$ cat src/sv/rfjd_pkg.sv
// ----------------------------------------------------------------------------
// rfjd_pkg: shared types and constants of the RF jamming detector
// Register indexes, request and detection codes, reset values and the
// configuration struct that travels from the register file to the datapaths.
// ----------------------------------------------------------------------------
package rfjd_pkg;

    // default parameter values
    localparam int RSSI_DEPTH_DEF = 10;
    localparam int COUNT_BITS_DEF = 12;

    // configuration port geometry
    localparam int CFG_IDX_W  = 3;
    localparam int CFG_DATA_W = 12;

    // register indexes
    localparam logic [CFG_IDX_W-1:0] REG_DUTY_THRESHOLD  = 3'd0;
    localparam logic [CFG_IDX_W-1:0] REG_SHORT_WINDOW    = 3'd1;
    localparam logic [CFG_IDX_W-1:0] REG_LONG_WINDOW     = 3'd2;
    localparam logic [CFG_IDX_W-1:0] REG_RUN_NEEDED      = 3'd3;
    localparam logic [CFG_IDX_W-1:0] REG_RSSI_VALID_LOW  = 3'd4;
    localparam logic [CFG_IDX_W-1:0] REG_RSSI_VALID_HIGH = 3'd5;
    localparam logic [CFG_IDX_W-1:0] REG_POWER_JAM_LEVEL = 3'd6;

    // register reset values
    localparam logic [6:0]  DUTY_THRESHOLD_RST  = 7'd50;
    localparam logic [11:0] SHORT_WINDOW_RST    = 12'd500;
    localparam logic [11:0] LONG_WINDOW_RST     = 12'd3750;
    localparam logic [6:0]  RUN_NEEDED_RST      = 7'd16;
    localparam logic [7:0]  RSSI_VALID_LOW_RST  = 8'd18;
    localparam logic [7:0]  RSSI_VALID_HIGH_RST = 8'd120;
    localparam logic [7:0]  POWER_JAM_LEVEL_RST = 8'd30;

    // request codes
    localparam logic REQ_SAMPLE = 1'b0;
    localparam logic REQ_CLEAR  = 1'b1;

    // detection codes
    localparam logic [1:0] DET_NONE  = 2'd0;
    localparam logic [1:0] DET_DUTY  = 2'd1;
    localparam logic [1:0] DET_POWER = 2'd2;

    // RSSI conversion and ring reset
    localparam logic signed [8:0] RSSI_OFFSET = 9'sd74;
    localparam logic [7:0]        RSSI_RST    = 8'd90;

    // percent scale for the duty compare
    localparam int PERCENT = 100;

    typedef struct packed {
        logic [6:0]  duty_threshold;
        logic [11:0] short_window_len;
        logic [11:0] long_window_len;
        logic [6:0]  run_needed;
        logic [7:0]  rssi_valid_low;
        logic [7:0]  rssi_valid_high;
        logic [7:0]  power_jam_level;
    } t_cfg;

    // window length as used: zero acts as one, above the counter max clamps
    function automatic logic [15:0] eff_len(input logic [11:0] len,
                                            input logic [15:0] cnt_max);
        logic [15:0] len16;
        len16 = {4'd0, len};
        if (len16 == 16'd0) begin
            eff_len = 16'd1;
        end else if (len16 > cnt_max) begin
            eff_len = cnt_max;
        end else begin
            eff_len = len16;
        end
    endfunction

endpackage

$ cat src/sv/rfjd_cfg.sv
// ----------------------------------------------------------------------------
// rfjd_cfg: configuration register file
// Seven write-only registers loaded from the plain write port.
// ----------------------------------------------------------------------------
module rfjd_cfg (
    input  logic                           i_clk,
    input  logic                           i_rst_n,
    input  logic                           i_cfg_we,
    input  logic [rfjd_pkg::CFG_IDX_W-1:0]  i_cfg_idx,
    input  logic [rfjd_pkg::CFG_DATA_W-1:0] i_cfg_data,
    output rfjd_pkg::t_cfg                 o_cfg
);

    rfjd_pkg::t_cfg r_cfg;

    // register writes, unknown indexes ignored
    always_ff @(posedge i_clk) begin
        if (!i_rst_n) begin
            r_cfg.duty_threshold   <= rfjd_pkg::DUTY_THRESHOLD_RST;
            r_cfg.short_window_len <= rfjd_pkg::SHORT_WINDOW_RST;
            r_cfg.long_window_len  <= rfjd_pkg::LONG_WINDOW_RST;
            r_cfg.run_needed       <= rfjd_pkg::RUN_NEEDED_RST;
            r_cfg.rssi_valid_low   <= rfjd_pkg::RSSI_VALID_LOW_RST;
            r_cfg.rssi_valid_high  <= rfjd_pkg::RSSI_VALID_HIGH_RST;
            r_cfg.power_jam_level  <= rfjd_pkg::POWER_JAM_LEVEL_RST;
        end else if (i_cfg_we) begin
            case (i_cfg_idx)
                rfjd_pkg::REG_DUTY_THRESHOLD:  r_cfg.duty_threshold   <= i_cfg_data[6:0];
                rfjd_pkg::REG_SHORT_WINDOW:    r_cfg.short_window_len <= i_cfg_data[11:0];
                rfjd_pkg::REG_LONG_WINDOW:     r_cfg.long_window_len  <= i_cfg_data[11:0];
                rfjd_pkg::REG_RUN_NEEDED:      r_cfg.run_needed       <= i_cfg_data[6:0];
                rfjd_pkg::REG_RSSI_VALID_LOW:  r_cfg.rssi_valid_low   <= i_cfg_data[7:0];
                rfjd_pkg::REG_RSSI_VALID_HIGH: r_cfg.rssi_valid_high  <= i_cfg_data[7:0];
                rfjd_pkg::REG_POWER_JAM_LEVEL: r_cfg.power_jam_level  <= i_cfg_data[7:0];
                default: ;
            endcase
        end
    end

    assign o_cfg = r_cfg;

endmodule

$ cat src/sv/rfjd_duty.sv
// ----------------------------------------------------------------------------
// rfjd_duty: duty-cycle screening and confirmation
// Counts samples and ones per window; a run of busy short windows opens a
// long confirmation window, which flags duty jamming when it is busy too.
// ----------------------------------------------------------------------------
module rfjd_duty #(
    parameter int COUNT_BITS = rfjd_pkg::COUNT_BITS_DEF
) (
    input  logic           i_clk,
    input  logic           i_rst_n,
    input  rfjd_pkg::t_cfg i_cfg,
    input  logic           i_en,
    input  logic           i_data_bit,
    output logic           o_hit,
    output logic           o_phase_nxt
);

    localparam int          OW      = COUNT_BITS + 7;
    localparam int          LW      = COUNT_BITS + 8;
    localparam logic [15:0] CNT_MAX = 16'((1 << COUNT_BITS) - 1);

    logic                  r_phase;
    logic [COUNT_BITS-1:0] r_win_cnt;
    logic [OW-1:0]         r_ones100;
    logic [6:0]            r_run;

    logic                  n_phase;
    logic [COUNT_BITS-1:0] n_win_cnt;
    logic [OW-1:0]         n_ones100;
    logic [6:0]            n_run;

    logic [COUNT_BITS-1:0] len;
    logic [7:0]            thr_p1;
    logic [LW-1:0]         limit;
    logic [COUNT_BITS-1:0] win_inc;
    logic [OW-1:0]         ones_inc;
    logic [6:0]            need;
    logic [6:0]            run_inc;
    logic                  win_end;
    logic                  over;

    // window length of the current phase and the busy limit (thr+1)*len;
    // floor(100*ones/len) > thr is the same as 100*ones >= (thr+1)*len
    always_comb begin
        if (r_phase) begin
            len = COUNT_BITS'(rfjd_pkg::eff_len(i_cfg.long_window_len, CNT_MAX));
        end else begin
            len = COUNT_BITS'(rfjd_pkg::eff_len(i_cfg.short_window_len, CNT_MAX));
        end
        thr_p1 = {1'b0, i_cfg.duty_threshold} + 8'd1;
        limit  = LW'(thr_p1) * LW'(len);
    end

    // counters, one hundred per one bit so no multiply on the count
    always_comb begin
        win_inc  = r_win_cnt + COUNT_BITS'(1);
        ones_inc = r_ones100 + (i_data_bit ? OW'(rfjd_pkg::PERCENT) : OW'(0));
        win_end  = (win_inc >= len);
        over     = ({1'b0, ones_inc} >= limit);
        need     = (i_cfg.run_needed == 7'd0) ? 7'd1 : i_cfg.run_needed;
        run_inc  = r_run + 7'd1;
    end

    // next state
    always_comb begin
        n_phase   = r_phase;
        n_win_cnt = win_inc;
        n_ones100 = ones_inc;
        n_run     = r_run;
        o_hit     = 1'b0;
        if (win_end) begin
            n_win_cnt = '0;
            n_ones100 = '0;
            if (!r_phase) begin
                if (over) begin
                    if (run_inc >= need) begin
                        n_phase = 1'b1;
                        n_run   = 7'd0;
                    end else begin
                        n_run   = run_inc;
                    end
                end else begin
                    n_run = 7'd0;
                end
            end else begin
                o_hit   = i_en && over;
                n_phase = 1'b0;
            end
        end
    end

    assign o_phase_nxt = i_en ? n_phase : r_phase;

    always_ff @(posedge i_clk) begin
        if (!i_rst_n) begin
            r_phase   <= 1'b0;
            r_win_cnt <= '0;
            r_ones100 <= '0;
            r_run     <= 7'd0;
        end else if (i_en) begin
            r_phase   <= n_phase;
            r_win_cnt <= n_win_cnt;
            r_ones100 <= n_ones100;
            r_run     <= n_run;
        end
    end

endmodule

$ cat src/sv/rfjd_rssi.sv
// ----------------------------------------------------------------------------
// rfjd_rssi: RSSI averaging ring and power check
// At each interval end the raw RSSI becomes a dB magnitude (old mean if out
// of range), enters the ring; the mean is compared with the power jam level.
// ----------------------------------------------------------------------------
module rfjd_rssi #(
    parameter int RSSI_DEPTH = rfjd_pkg::RSSI_DEPTH_DEF,
    parameter int COUNT_BITS = rfjd_pkg::COUNT_BITS_DEF
) (
    input  logic           i_clk,
    input  logic           i_rst_n,
    input  rfjd_pkg::t_cfg i_cfg,
    input  logic           i_en,
    input  logic [7:0]     i_rssi_raw,
    output logic           o_hit,
    output logic [7:0]     o_avg_nxt
);

    localparam int          SLOT_W  = (RSSI_DEPTH > 1) ? $clog2(RSSI_DEPTH) : 1;
    localparam int          SUM_W   = $clog2(RSSI_DEPTH * 255 + 1);
    localparam int          K       = SUM_W + $clog2(RSSI_DEPTH);
    localparam int          MW      = K + 1;
    localparam int          PW      = SUM_W + MW;
    // reciprocal of the depth, exact floor for every sum in range
    localparam logic [MW-1:0] RECIP =
        MW'(((64'd1 << K) + 64'(RSSI_DEPTH) - 64'd1) / 64'(RSSI_DEPTH));
    localparam logic [SUM_W-1:0]  SUM_RST  = SUM_W'(RSSI_DEPTH * 90);
    localparam logic [SLOT_W-1:0] SLOT_LAST = SLOT_W'(RSSI_DEPTH - 1);
    localparam logic [15:0]       CNT_MAX   = 16'((1 << COUNT_BITS) - 1);

    logic [7:0]            r_ring [RSSI_DEPTH];
    logic [SLOT_W-1:0]     r_slot;
    logic [SUM_W-1:0]      r_sum;
    logic [7:0]            r_avg;
    logic [COUNT_BITS-1:0] r_cnt;

    logic [COUNT_BITS-1:0] cnt_inc;
    logic                  ivl_end;
    logic signed [8:0]     s_raw;
    logic signed [8:0]     s_half;
    logic signed [8:0]     s_mag;
    logic [7:0]            mag;
    logic [7:0]            val;
    logic [SUM_W:0]        sum_wide;
    logic [SUM_W-1:0]      n_sum;
    logic [PW-1:0]         prod;
    logic [7:0]            n_avg;
    logic [SLOT_W-1:0]     n_slot;

    // interval counter
    always_comb begin
        cnt_inc = r_cnt + COUNT_BITS'(1);
        ivl_end = (cnt_inc >= COUNT_BITS'(rfjd_pkg::eff_len(i_cfg.short_window_len,
                                                            CNT_MAX)));
    end

    // magnitude = 74 - s/2, halving truncates toward zero
    always_comb begin
        s_raw  = $signed({i_rssi_raw[7], i_rssi_raw});
        s_half = (s_raw + $signed({8'd0, i_rssi_raw[7]})) >>> 1;
        s_mag  = rfjd_pkg::RSSI_OFFSET - s_half;
        mag    = s_mag[7:0];
        if (mag > i_cfg.rssi_valid_high || mag < i_cfg.rssi_valid_low) begin
            val = r_avg;
        end else begin
            val = mag;
        end
    end

    // running ring sum and mean
    always_comb begin
        sum_wide = {1'b0, r_sum} + (SUM_W + 1)'(val) - (SUM_W + 1)'(r_ring[r_slot]);
        n_sum    = sum_wide[SUM_W-1:0];
        prod     = PW'(n_sum) * PW'(RECIP);
        n_avg    = prod[K+7:K];
        n_slot   = (r_slot == SLOT_LAST) ? '0 : r_slot + SLOT_W'(1);
    end

    assign o_hit     = i_en && ivl_end && (n_avg <= i_cfg.power_jam_level);
    assign o_avg_nxt = (i_en && ivl_end) ? n_avg : r_avg;

    always_ff @(posedge i_clk) begin
        if (!i_rst_n) begin
            for (int i = 0; i < RSSI_DEPTH; i++) begin
                r_ring[i] <= rfjd_pkg::RSSI_RST;
            end
            r_slot <= '0;
            r_sum  <= SUM_RST;
            r_avg  <= rfjd_pkg::RSSI_RST;
            r_cnt  <= '0;
        end else if (i_en) begin
            if (ivl_end) begin
                r_ring[r_slot] <= val;
                r_slot         <= n_slot;
                r_sum          <= n_sum;
                r_avg          <= n_avg;
                r_cnt          <= '0;
            end else begin
                r_cnt <= cnt_inc;
            end
        end
    end

endmodule

$ cat src/sv/rf_jamming_detector.sv
// ----------------------------------------------------------------------------
// rf_jamming_detector: duty-cycle and low-power jamming detector
// Input register, single-pass update of the detector state, result register.
// ----------------------------------------------------------------------------
// Takes one word per clock while o_stall is low. A word goes to the input
// register, and its result word to the result register once the output is
// free; without output stalls throughput is one word per cycle, set by the
// single register-to-register update of the window counters and the RSSI ring
// sum. A sample tick (req_type 0) advances the windows; a clear (req_type 1)
// drops a pending detection and resumes. Once a code is reported, sample
// ticks are ignored until a clear. Users write registers through the plain
// write port only while no word is in flight; the block does not enforce it.
module rf_jamming_detector #(
    parameter int RSSI_DEPTH = rfjd_pkg::RSSI_DEPTH_DEF,
    parameter int COUNT_BITS = rfjd_pkg::COUNT_BITS_DEF
) (
    input  logic                            i_clk,
    input  logic                            i_rst_n,
    // input channel
    input  logic                            i_valid,
    output logic                            o_stall,
    input  logic                            i_req_type,
    input  logic                            i_data_bit,
    input  logic [7:0]                      i_rssi_raw,
    // output channel
    output logic                            o_valid,
    input  logic                            i_stall,
    output logic [1:0]                      o_detect_code,
    output logic                            o_confirm_phase,
    output logic [7:0]                      o_rssi_mean,
    // configuration
    input  logic                            i_cfg_we,
    input  logic [rfjd_pkg::CFG_IDX_W-1:0]  i_cfg_idx,
    input  logic [rfjd_pkg::CFG_DATA_W-1:0] i_cfg_data
);

    rfjd_pkg::t_cfg cfg;

    logic       r_in_vld;
    logic       r_req;
    logic       r_bit;
    logic [7:0] r_raw;
    logic [1:0] r_det;
    logic       r_out_vld;
    logic [1:0] r_out_det;
    logic       r_out_phase;
    logic [7:0] r_out_mean;

    logic [1:0] n_det;
    logic       out_free;
    logic       in_free;
    logic       fire;
    logic       upd_en;
    logic       duty_hit;
    logic       power_hit;
    logic       phase_nxt;
    logic [7:0] avg_nxt;

    // handshake
    assign out_free = !r_out_vld || !i_stall;
    assign fire     = r_in_vld && out_free;
    assign in_free  = !r_in_vld || out_free;
    assign o_stall  = !in_free;
    assign upd_en   = fire && (r_req == rfjd_pkg::REQ_SAMPLE)
                           && (r_det == rfjd_pkg::DET_NONE);

    rfjd_cfg u_cfg (
        .i_clk      (i_clk),
        .i_rst_n    (i_rst_n),
        .i_cfg_we   (i_cfg_we),
        .i_cfg_idx  (i_cfg_idx),
        .i_cfg_data (i_cfg_data),
        .o_cfg      (cfg)
    );

    rfjd_duty #(
        .COUNT_BITS (COUNT_BITS)
    ) u_duty (
        .i_clk       (i_clk),
        .i_rst_n     (i_rst_n),
        .i_cfg       (cfg),
        .i_en        (upd_en),
        .i_data_bit  (r_bit),
        .o_hit       (duty_hit),
        .o_phase_nxt (phase_nxt)
    );

    rfjd_rssi #(
        .RSSI_DEPTH (RSSI_DEPTH),
        .COUNT_BITS (COUNT_BITS)
    ) u_rssi (
        .i_clk      (i_clk),
        .i_rst_n    (i_rst_n),
        .i_cfg      (cfg),
        .i_en       (upd_en),
        .i_rssi_raw (r_raw),
        .o_hit      (power_hit),
        .o_avg_nxt  (avg_nxt)
    );

    // detection code: a clear resets it, else the power check wins over the duty check
    always_comb begin
        if (r_req == rfjd_pkg::REQ_CLEAR) begin
            n_det = rfjd_pkg::DET_NONE;
        end else if (power_hit) begin
            n_det = rfjd_pkg::DET_POWER;
        end else if (duty_hit) begin
            n_det = rfjd_pkg::DET_DUTY;
        end else begin
            n_det = r_det;
        end
    end

    // input word register
    always_ff @(posedge i_clk) begin
        if (!i_rst_n) begin
            r_in_vld <= 1'b0;
        end else if (in_free) begin
            r_in_vld <= i_valid;
        end
    end

    always_ff @(posedge i_clk) begin
        if (in_free && i_valid) begin
            r_req <= i_req_type;
            r_bit <= i_data_bit;
            r_raw <= i_rssi_raw;
        end
    end

    // detection state
    always_ff @(posedge i_clk) begin
        if (!i_rst_n) begin
            r_det <= rfjd_pkg::DET_NONE;
        end else if (fire) begin
            r_det <= n_det;
        end
    end

    // result word register
    always_ff @(posedge i_clk) begin
        if (!i_rst_n) begin
            r_out_vld <= 1'b0;
        end else if (out_free) begin
            r_out_vld <= r_in_vld;
        end
    end

    always_ff @(posedge i_clk) begin
        if (fire) begin
            r_out_det   <= n_det;
            r_out_phase <= phase_nxt;
            r_out_mean  <= avg_nxt;
        end
    end

    assign o_valid         = r_out_vld;
    assign o_detect_code   = r_out_det;
    assign o_confirm_phase = r_out_phase;
    assign o_rssi_mean     = r_out_mean;

endmodule
$ cat config.mk
export PLATFORM = sky130hd
export DESIGN_NAME = rf_jamming_detector
export DESIGN_NICKNAME = d
export VERILOG_FILES = /design/src/sv/rfjd_pkg.sv /design/src/sv/rfjd_cfg.sv /design/src/sv/rfjd_duty.sv /design/src/sv/rfjd_rssi.sv /design/src/sv/rf_jamming_detector.sv
export SDC_FILE = /design/constraint.sdc
export NUM_CORES = 1
export LEC_CHECK = 0
export ABC_CLOCK_PERIOD_IN_PS = 18900
export BUFFER_PORTS_ARGS = -buffer_cell sky130_fd_sc_hd__buf_2
export CORE_UTILIZATION = 45
export CTS_BUF_LIST = sky130_fd_sc_hd__clkbuf_16
export DETAILED_ROUTE_END_ITERATION = 12
export PLACE_DENSITY = 0.59
export SYNTH_ARGS = -nofsm -noshare
export SYNTH_HDL_FRONTEND = slang
export SYNTH_HIERARCHICAL = 1
export SYNTH_SLANG_ARGS = --single-unit
$ cat constraint.sdc
create_clock -name i_clk -period 18.9 [get_ports i_clk]
set_input_delay 0.945 -clock i_clk [delete_from_list [all_inputs] [get_ports i_clk]]
set_output_delay 0.945 -clock i_clk [all_outputs]
set_load 0.02 [all_outputs]
==> results of run 1 <==
==> routing by layer <==
layer	up-vias	track usage [%]
li1	7445	-
met4	0	6.968
met2	337	35.04
met3	70	3.271
met1	7609	29.44
met5	-	0
==> cell families after synthesis <==
logic type	after synthesis	synth area share, %
compound gates	295	9.222
xor+xnor	87	3.613
fa+ha+maj	317	22.32
buf+inv	351	6.561
flops	292	34.45
mux	124	8.188
simple gates	672	15.65
==> worst max-delay path, delay by kind of cell, from the launching register on <==
| family | cells | cell delay [ns] |
|---|---|---|
| adder cells (fa/ha/maj) | 11 | 4.51 |
| AO/OA/AOI/OAI | 15 | 3.43 |
| AND/OR/NAND/NOR | 10 | 2.22 |
| multiplexers | 1 | 1.05 |
| flip-flops | 1 | 0.44 |
| buffers and inverters | 6 | 0.43 |
| XOR/XNOR | 1 | 0.26 |
==> registers in the layout (all words and copies together) (netlist names), 2 cells and up, named ones only <==
name and cells:
r_raw 8, u_duty/r_win_cnt 12, u_duty/r_run 7, r_det 2, u_duty/r_ones100 17, u_rssi/r_avg 8
u_rssi/r_slot 4, u_rssi/r_cnt 12, o_detect_code 2, u_rssi/r_sum 12, u_cfg/o_cfg 62, o_rssi_mean 8
u_rssi/r_ring 128
==> Yosys cell counts (17+ instances only) <==
library cell  count
a21o_1           17
a21oi_1          89
and3_1           19
buf_2            19
clkbuf_1         57
dfxtp_1         143
edfxtp_1        149
fa_1            105
ha_1            212
inv_1           261
mux2i_1          82
mux4_2           40
nand2_1         199
nand3_1          48
nand4_1          19
nor2_1          165
nor2b_1          64
nor3_1           29
o21ai_0          58
or2_2            26
or3_1            17
xnor2_1          43
xor2_1           43
==> how the worst min path moves through the flow <==
stage	startpoint	endpoint	cells after the start
floorplan	u_rssi/r_sum[1]$_SDFFE_PN0P_	u_rssi/r_sum[1]$_SDFFE_PN0P_	2
global placement	u_rssi/r_sum[6]$_SDFFE_PN0P_	u_rssi/r_sum[6]$_SDFFE_PN0P_	2
detailed placement	u_rssi/r_sum[5]$_SDFFE_PN0P_	u_rssi/r_sum[5]$_SDFFE_PN0P_	2
CTS	u_rssi/r_sum[6]$_SDFFE_PN0P_	u_rssi/r_sum[6]$_SDFFE_PN0P_	2
global route	u_duty/r_ones100[6]$_SDFFE_PN0P_	u_duty/r_ones100[6]$_SDFFE_PN0P_	2
finish	u_rssi/r_sum[6]$_SDFFE_PN0P_	u_rssi/r_sum[6]$_SDFFE_PN0P_	2
==> through the flow <==
stage	hold slack, ns	instances
3_5_place_dp	0.4501	2737
2_1_floorplan	0.4319	2138
4_1_cts	0.4584	2800
3_3_place_gp	0.4405	2737
5_1_grt	0.4737	2800
6_report	0.4558	2800
==> final cells by class <==
| class | instances | share of cell area [%] |
|---|---|---|
| repair buffers | 80 | 2.137 |
| multi-input cells | 1495 | 54.04 |
| flip-flops and latches | 292 | 31.49 |
| clock inverters | 27 | 0.9665 |
| inverters | 263 | 4.236 |
| clock buffers | 36 | 3.866 |
| well taps | 607 | 3.259 |
==> report_power, final <==
part           switching (uW)  internal (uW)  total (uW)
logic                    1590           1030        2620
clock network             277            389         667
registers                8.02            675         683
==> impl_metrics.yaml, run 1 <==
pwr:
  power_density_nw_per_um2: 170.5
  power_uw: 3973
  p_leak_uw: 0.01018
  vdd_drop_max_uv: 307.2
floorplanning:
  coreArea_um2: 46650
  die_h_um: 219.6
  rows: 79
  initial_core_util_pct: 45.66
  die-area_um2: 48210
  ios: 43
  die_w_um: 219.6
placement:
  place_congestion: 0.8746
  place_area_um2: 22180
  io_buffer_count: 42
  hpwlAfterDp_mm: 37.98
  pre_cts_ws_ns: 6.574
logic_synthesis:
  yosysTopAreaCellShare_pct: 21.01
  ys_seq_elements: 292
  ys.flop_type: "edfxtp_1"
  synth_cell_type_count: 96
  synthArstFlopShare_pct: 0
  syn_inst: 2138
  yosysTopAreaCell: "edfxtp_1"
  yosysWarnings: 6
  synth_nets: 2485
  netlist_area_um2: 21300
  yosys-top-cells-area: "edfxtp_1 21%, dfxtp_1 13%, ha_1 12%"
  postSynthAreaPerCell_um2: 9.963
  synth_edf_count: 149
  ys_seq_area_share_pct: 34.45
setup_path:
  r2r_cells: 44
  r2r-end: "r_det[0]$_SDFFE_PN0P_"
  startpoint_type: "register"
  worstPathRequired_ns: 19.39
  critical_path_class: "register to register"
  crit_start: "r_raw[7]$_DFFE_PP_"
  r2r-start: "r_raw[7]$_DFFE_PP_"
  endpoint_kind: "register"
  cp_slowest_cell: "mux2i_1"
  cp.arrival_ns: 12.91
  r2r_slack_ns: 6.48
  cp-endpoint: "r_det[0]$_SDFFE_PN0P_"
  cpPeakStageDelay_ns: 1.05
  path_max_fanout: 11
drt:
  met3WireLength_mm: 2.431
  drt_wl_total_mm: 50.62
  wl_per_cell_um: 18.08
  wl_met2_mm: 23.74
  highest_layer: "met4"
  ant_nets: 0
  wirelength_met1_mm: 23.09
  drt_iter0_drc: 945
  num_vias: 15460
  viasPerCell: 5.522
  drtPass1Iterations: 5
  drcViolationCount: 0
cts:
  cts_num_sinks: 292
  postCtsSetupBuffers: 0
  cts_buffers: 35
  cts-hold-fix-buffers: 0
  cts_resized: 0
  clk_latency_ns: 0.56
  cts_root_buffer: "clkbuf_16"
  htreeDepth: 2
  cts_tree: "built"
  clk_pin_slew_worst_paths_ns: 0.06
  clockBufferDepth: 3
cells_and_area:
  ff_latch_area_um2: 7338
  final_core_util_pct: 49.95
  final_nets: 2514
  layout_commonest_cell: "inv_1"
  diodes: 0
  drive_above_1_share_pct: 11.13
  fill_cells: 4289
  layout_common_cells: "265 x inv_1, 212 x ha_1, 199 x nand2_1"
  multi_input_area_um2: 12590
  design_area_um2: 23300
  syn_to_final_growth_pct: 9.398
flow_run:
  maxCapViolations: 0
timing:
  slew_headroom_pct: 16.73
  post-route-period-util_pct: 65.72
  fin_skew_ns: 0.03677
  hold_viol_final: 0
  finalSetupTns_ns: 0
  rsz0062_at_grt: "false"
  layout_setup_ws_ns: 6.480
  maxSlewViolCount: 0
  setup_violations: 0
  tightestPinTransition_ns: 1.214
  max_freq_ghz: 0.08051
  finalCriticalPeriod_ns: 12.42
min_path:
  hold_path_class: "register to register"
global_routing:
  grt_pass1_wl_mm: 81.53
  grt-ovfl-total: 0
  antenna_found_initial: 0
  grt_max_degree: 83
  first_global_vias: 15380
  grt_usage_pct: 21.58
outcome:
  outcome: "completed"
(Power assumes the default switching activity.)
==> inputs of run 2 (changes only) <==
--- a/config.mk
+++ b/config.mk
@@ -5,7 +5,8 @@
 export SDC_FILE = /design/constraint.sdc
 export NUM_CORES = 1
 export LEC_CHECK = 0
-export ABC_CLOCK_PERIOD_IN_PS = 18900
+export ABC_AREA = 1
+export ABC_CLOCK_PERIOD_IN_PS = 11870
 export BUFFER_PORTS_ARGS = -buffer_cell sky130_fd_sc_hd__buf_2
 export CORE_UTILIZATION = 45
 export CTS_BUF_LIST = sky130_fd_sc_hd__clkbuf_16
==> constraint.sdc (replaced) <==
create_clock -name i_clk -period 11.87 [get_ports i_clk]
set_input_delay 0.5935 -clock i_clk [delete_from_list [all_inputs] [get_ports i_clk]]
set_output_delay 0.5935 -clock i_clk [all_outputs]
set_load 0.02 [all_outputs]
==> run 2 against run 1 <==
  * Non-clock buffer count fell by 30
  * Clock skew decreased by 0.016 ns
  * Core utilization decreased by 0.33 points
  * First-iteration DRC count shrank 0.95%
  * Maximum frequency rose by 19%
  * Highest routed layer unchanged
  * Global-route usage increased by 0.82 points
  * Flip-flop and latch count is the same
  * Setup slack worse by 5.0 ns
  * Die area increased by 2.3%
  * Worst hold slack lost 0.24 ns
==> impl_metrics.yaml, run 2 <==
outcome:
  outcome: "completed"
setup_path:
  r2r-end: "o_detect_code[1]$_DFFE_PP_"
  cpPeakStageDelay_ns: 0.57
  cp_slowest_cell: "fa_1"
  worstPathRequired_ns: 12.17
  critical_path_class: "register to register"
  crit_top_cell: "nand2_1"
  cp.arrival_ns: 10.72
  r2r_slack_ns: 1.45
  path_max_fanout: 13
  startpoint_type: "register"
  endpoint_kind: "register"
  r2r-start: "r_raw[7]$_DFFE_PP_"
  r2r_cells: 57
cts:
  clk_pin_slew_worst_paths_ns: 0.06
  clk_latency_ns: 0.55
  htreeDepth: 2
  cts_tree: "built"
  cts-hold-fix-buffers: 0
  cts_num_sinks: 292
  clockBufferDepth: 3
  postCtsSetupBuffers: 0
  cts_buffers: 36
  cts_resized: 0
  cts_root_buffer: "clkbuf_16"
timing:
  maxSlewViolCount: 0
  fin_skew_ns: 0.02056
  tightestPinTransition_ns: 1.309
  finalCriticalPeriod_ns: 10.42
  rsz0062_at_grt: "false"
  layout_setup_ws_ns: 1.450
  finalSetupTns_ns: 0
  post-route-period-util_pct: 87.79
  max_freq_ghz: 0.09597
  setup_violations: 0
  hold_viol_final: 0
  slew_headroom_pct: 12.65
cells_and_area:
  largest_reg_flops: 128
  layout_common_cells: "556 x nand2_1, 486 x inv_1, 304 x nor2_1"
  diodes: 0
  final_nets: 3064
  syn_to_final_growth_pct: 8.661
  layout_commonest_cell: "nand2_1"
  drive_above_1_share_pct: 6.740
  largest-register: "u_rssi/r_ring"
  design_area_um2: 23690
  fin_cells: 3360
min_path:
  hold_depth: 1
  hold_path_startpoint: "i_rssi_raw[4]"
  hold_end: "r_raw[4]$_DFFE_PP_"
  hold_path_class: "primary input to register"
floorplanning:
  die-area_um2: 49330
  ios: 43
  die_h_um: 222.1
  coreArea_um2: 47750
  die_w_um: 222.1
  rows: 80
  initial_core_util_pct: 45.66
flow_run:
  maxCapViolations: 0
logic_synthesis:
  synth_cell_type_count: 61
  yosysMostFrequentCell: "nand2_1"
  synth-compound-area-share_pct: 8.127
  ys_seq_elements: 292
  ys.flop_type: "edfxtp_1"
  yosys.area_share.adder_pct: 21.81
  synth_top_cells_by_count: "556 x nand2_1, 478 x inv_1, 305 x nor2_1, 212 x ha_1, 149 x edfxtp_1"
  synthArstFlopShare_pct: 0
  synth_xor_area_share_pct: 2.916
  postSynthAreaPerCell_um2: 8.107
  synthSimpleGateAreaFrac_pct: 22.02
  syn_inst: 2689
  netlist_area_um2: 21800
  synth_nets: 3036
  synth_edf_count: 149
  yosysWarnings: 6
  synthMuxAreaShare_pct: 1.653
  ys_seq_area_share_pct: 33.66
  synth_top_family_by_area: "simple AND/OR/NAND/NOR gates"
  yosysTopAreaCellShare_pct: 20.52
  yosysTopAreaCell: "edfxtp_1"
  yosys-top-cells-area: "edfxtp_1 21%, dfxtp_1 13%, ha_1 12%"
drt:
  wl_per_cell_um: 16.18
  viasPerCell: 5.190
  drt_iter0_drc: 936
  num_vias: 17440
  drt_wl_total_mm: 54.36
  ant_nets: 0
  drcViolationCount: 0
  drtPass1Iterations: 5
placement:
  io_buffer_count: 42
  dp.cells: 3294
  place_congestion: 0.8784
  hpwlAfterDp_mm: 41.91
  place_area_um2: 22570
  pre_cts_ws_ns: 1.553
global_routing:
  grt-ovfl-total: 0
  grt_pass1_wl_mm: 88.46
  grt_usage_pct: 22.40
  antenna_found_initial: 0
  grt_max_degree: 85
  first_global_vias: 16950
run 2: cell type report:
| cell class | count | area, um2 |
|---|---|---|
| Inverter | 491 | 1847 |
| Clock inverter | 30 | 217.7 |
| Fill cell | 4631 | 24060 |
| Multi-Input combinational cell | 1846 | 12340 |
| Tap cell | 615 | 769.5 |
| Clock buffer | 36 | 900.9 |
| Sequential cell | 292 | 7341 |
| Timing Repair Buffer | 50 | 270.3 |
run 2: critical path, delay by kind of cell (launching register included):
| kind | cells | cell delay (ns) |
|---|---|---|
| XOR/XNOR | 1 | 0.27 |
| adder cells (fa/ha/maj) | 11 | 4.63 |
| AO/OA/AOI/OAI | 5 | 0.91 |
| AND/OR/NAND/NOR | 27 | 2.79 |
| flip-flops | 1 | 0.42 |
| buffers and inverters | 13 | 1.11 |
run 2: stage by stage:
stage	hold WS [ns]	utilization [%]
global route	0.1967	49.61
detailed placement	0.4602	47.27
CTS	0.1980	49.61
finish	0.2178	49.61
floorplan	0.4289	-
global placement	0.4443	47.27
run 2: worst max-delay path by stage:
stage | from | to | slack [ns] | cells past startpoint
2_1_floorplan | r_raw[7]$_DFFE_PP_ | o_detect_code[1]$_DFFE_PP_ | 2.74 | 58
3_3_place_gp | r_raw[7]$_DFFE_PP_ | o_detect_code[1]$_DFFE_PP_ | 1.82 | 57
3_5_place_dp | r_raw[7]$_DFFE_PP_ | o_detect_code[1]$_DFFE_PP_ | 1.55 | 57
4_1_cts | r_raw[7]$_DFFE_PP_ | o_detect_code[1]$_DFFE_PP_ | 1.49 | 57
5_1_grt | r_raw[7]$_DFFE_PP_ | o_detect_code[0]$_DFFE_PP_ | 0.52 | 57
6_report | r_raw[7]$_DFFE_PP_ | o_detect_code[1]$_DFFE_PP_ | 1.45 | 57
run 2: cells by family after synthesis:
kind of cell	after synthesis
compound gates	304
xor+xnor	70
fa+ha+maj	317
buf+inv	551
flops	292
mux	36
simple gates	1119
run 2: metal layers:
| metal | global-route usage [%] | share of wire [%] |
|---|---|---|
| met5 | 0 | 0 |
| met4 | 5.533 | 2.3 |
| met3 | 3.313 | 4.9 |
| met2 | 37.17 | 47 |
| met1 | 30.59 | 46 |
Power of run 2 is left out: the tool's default activity adds up to more than one toggle a clock period on the data nets, which glitch-free logic cannot reach.
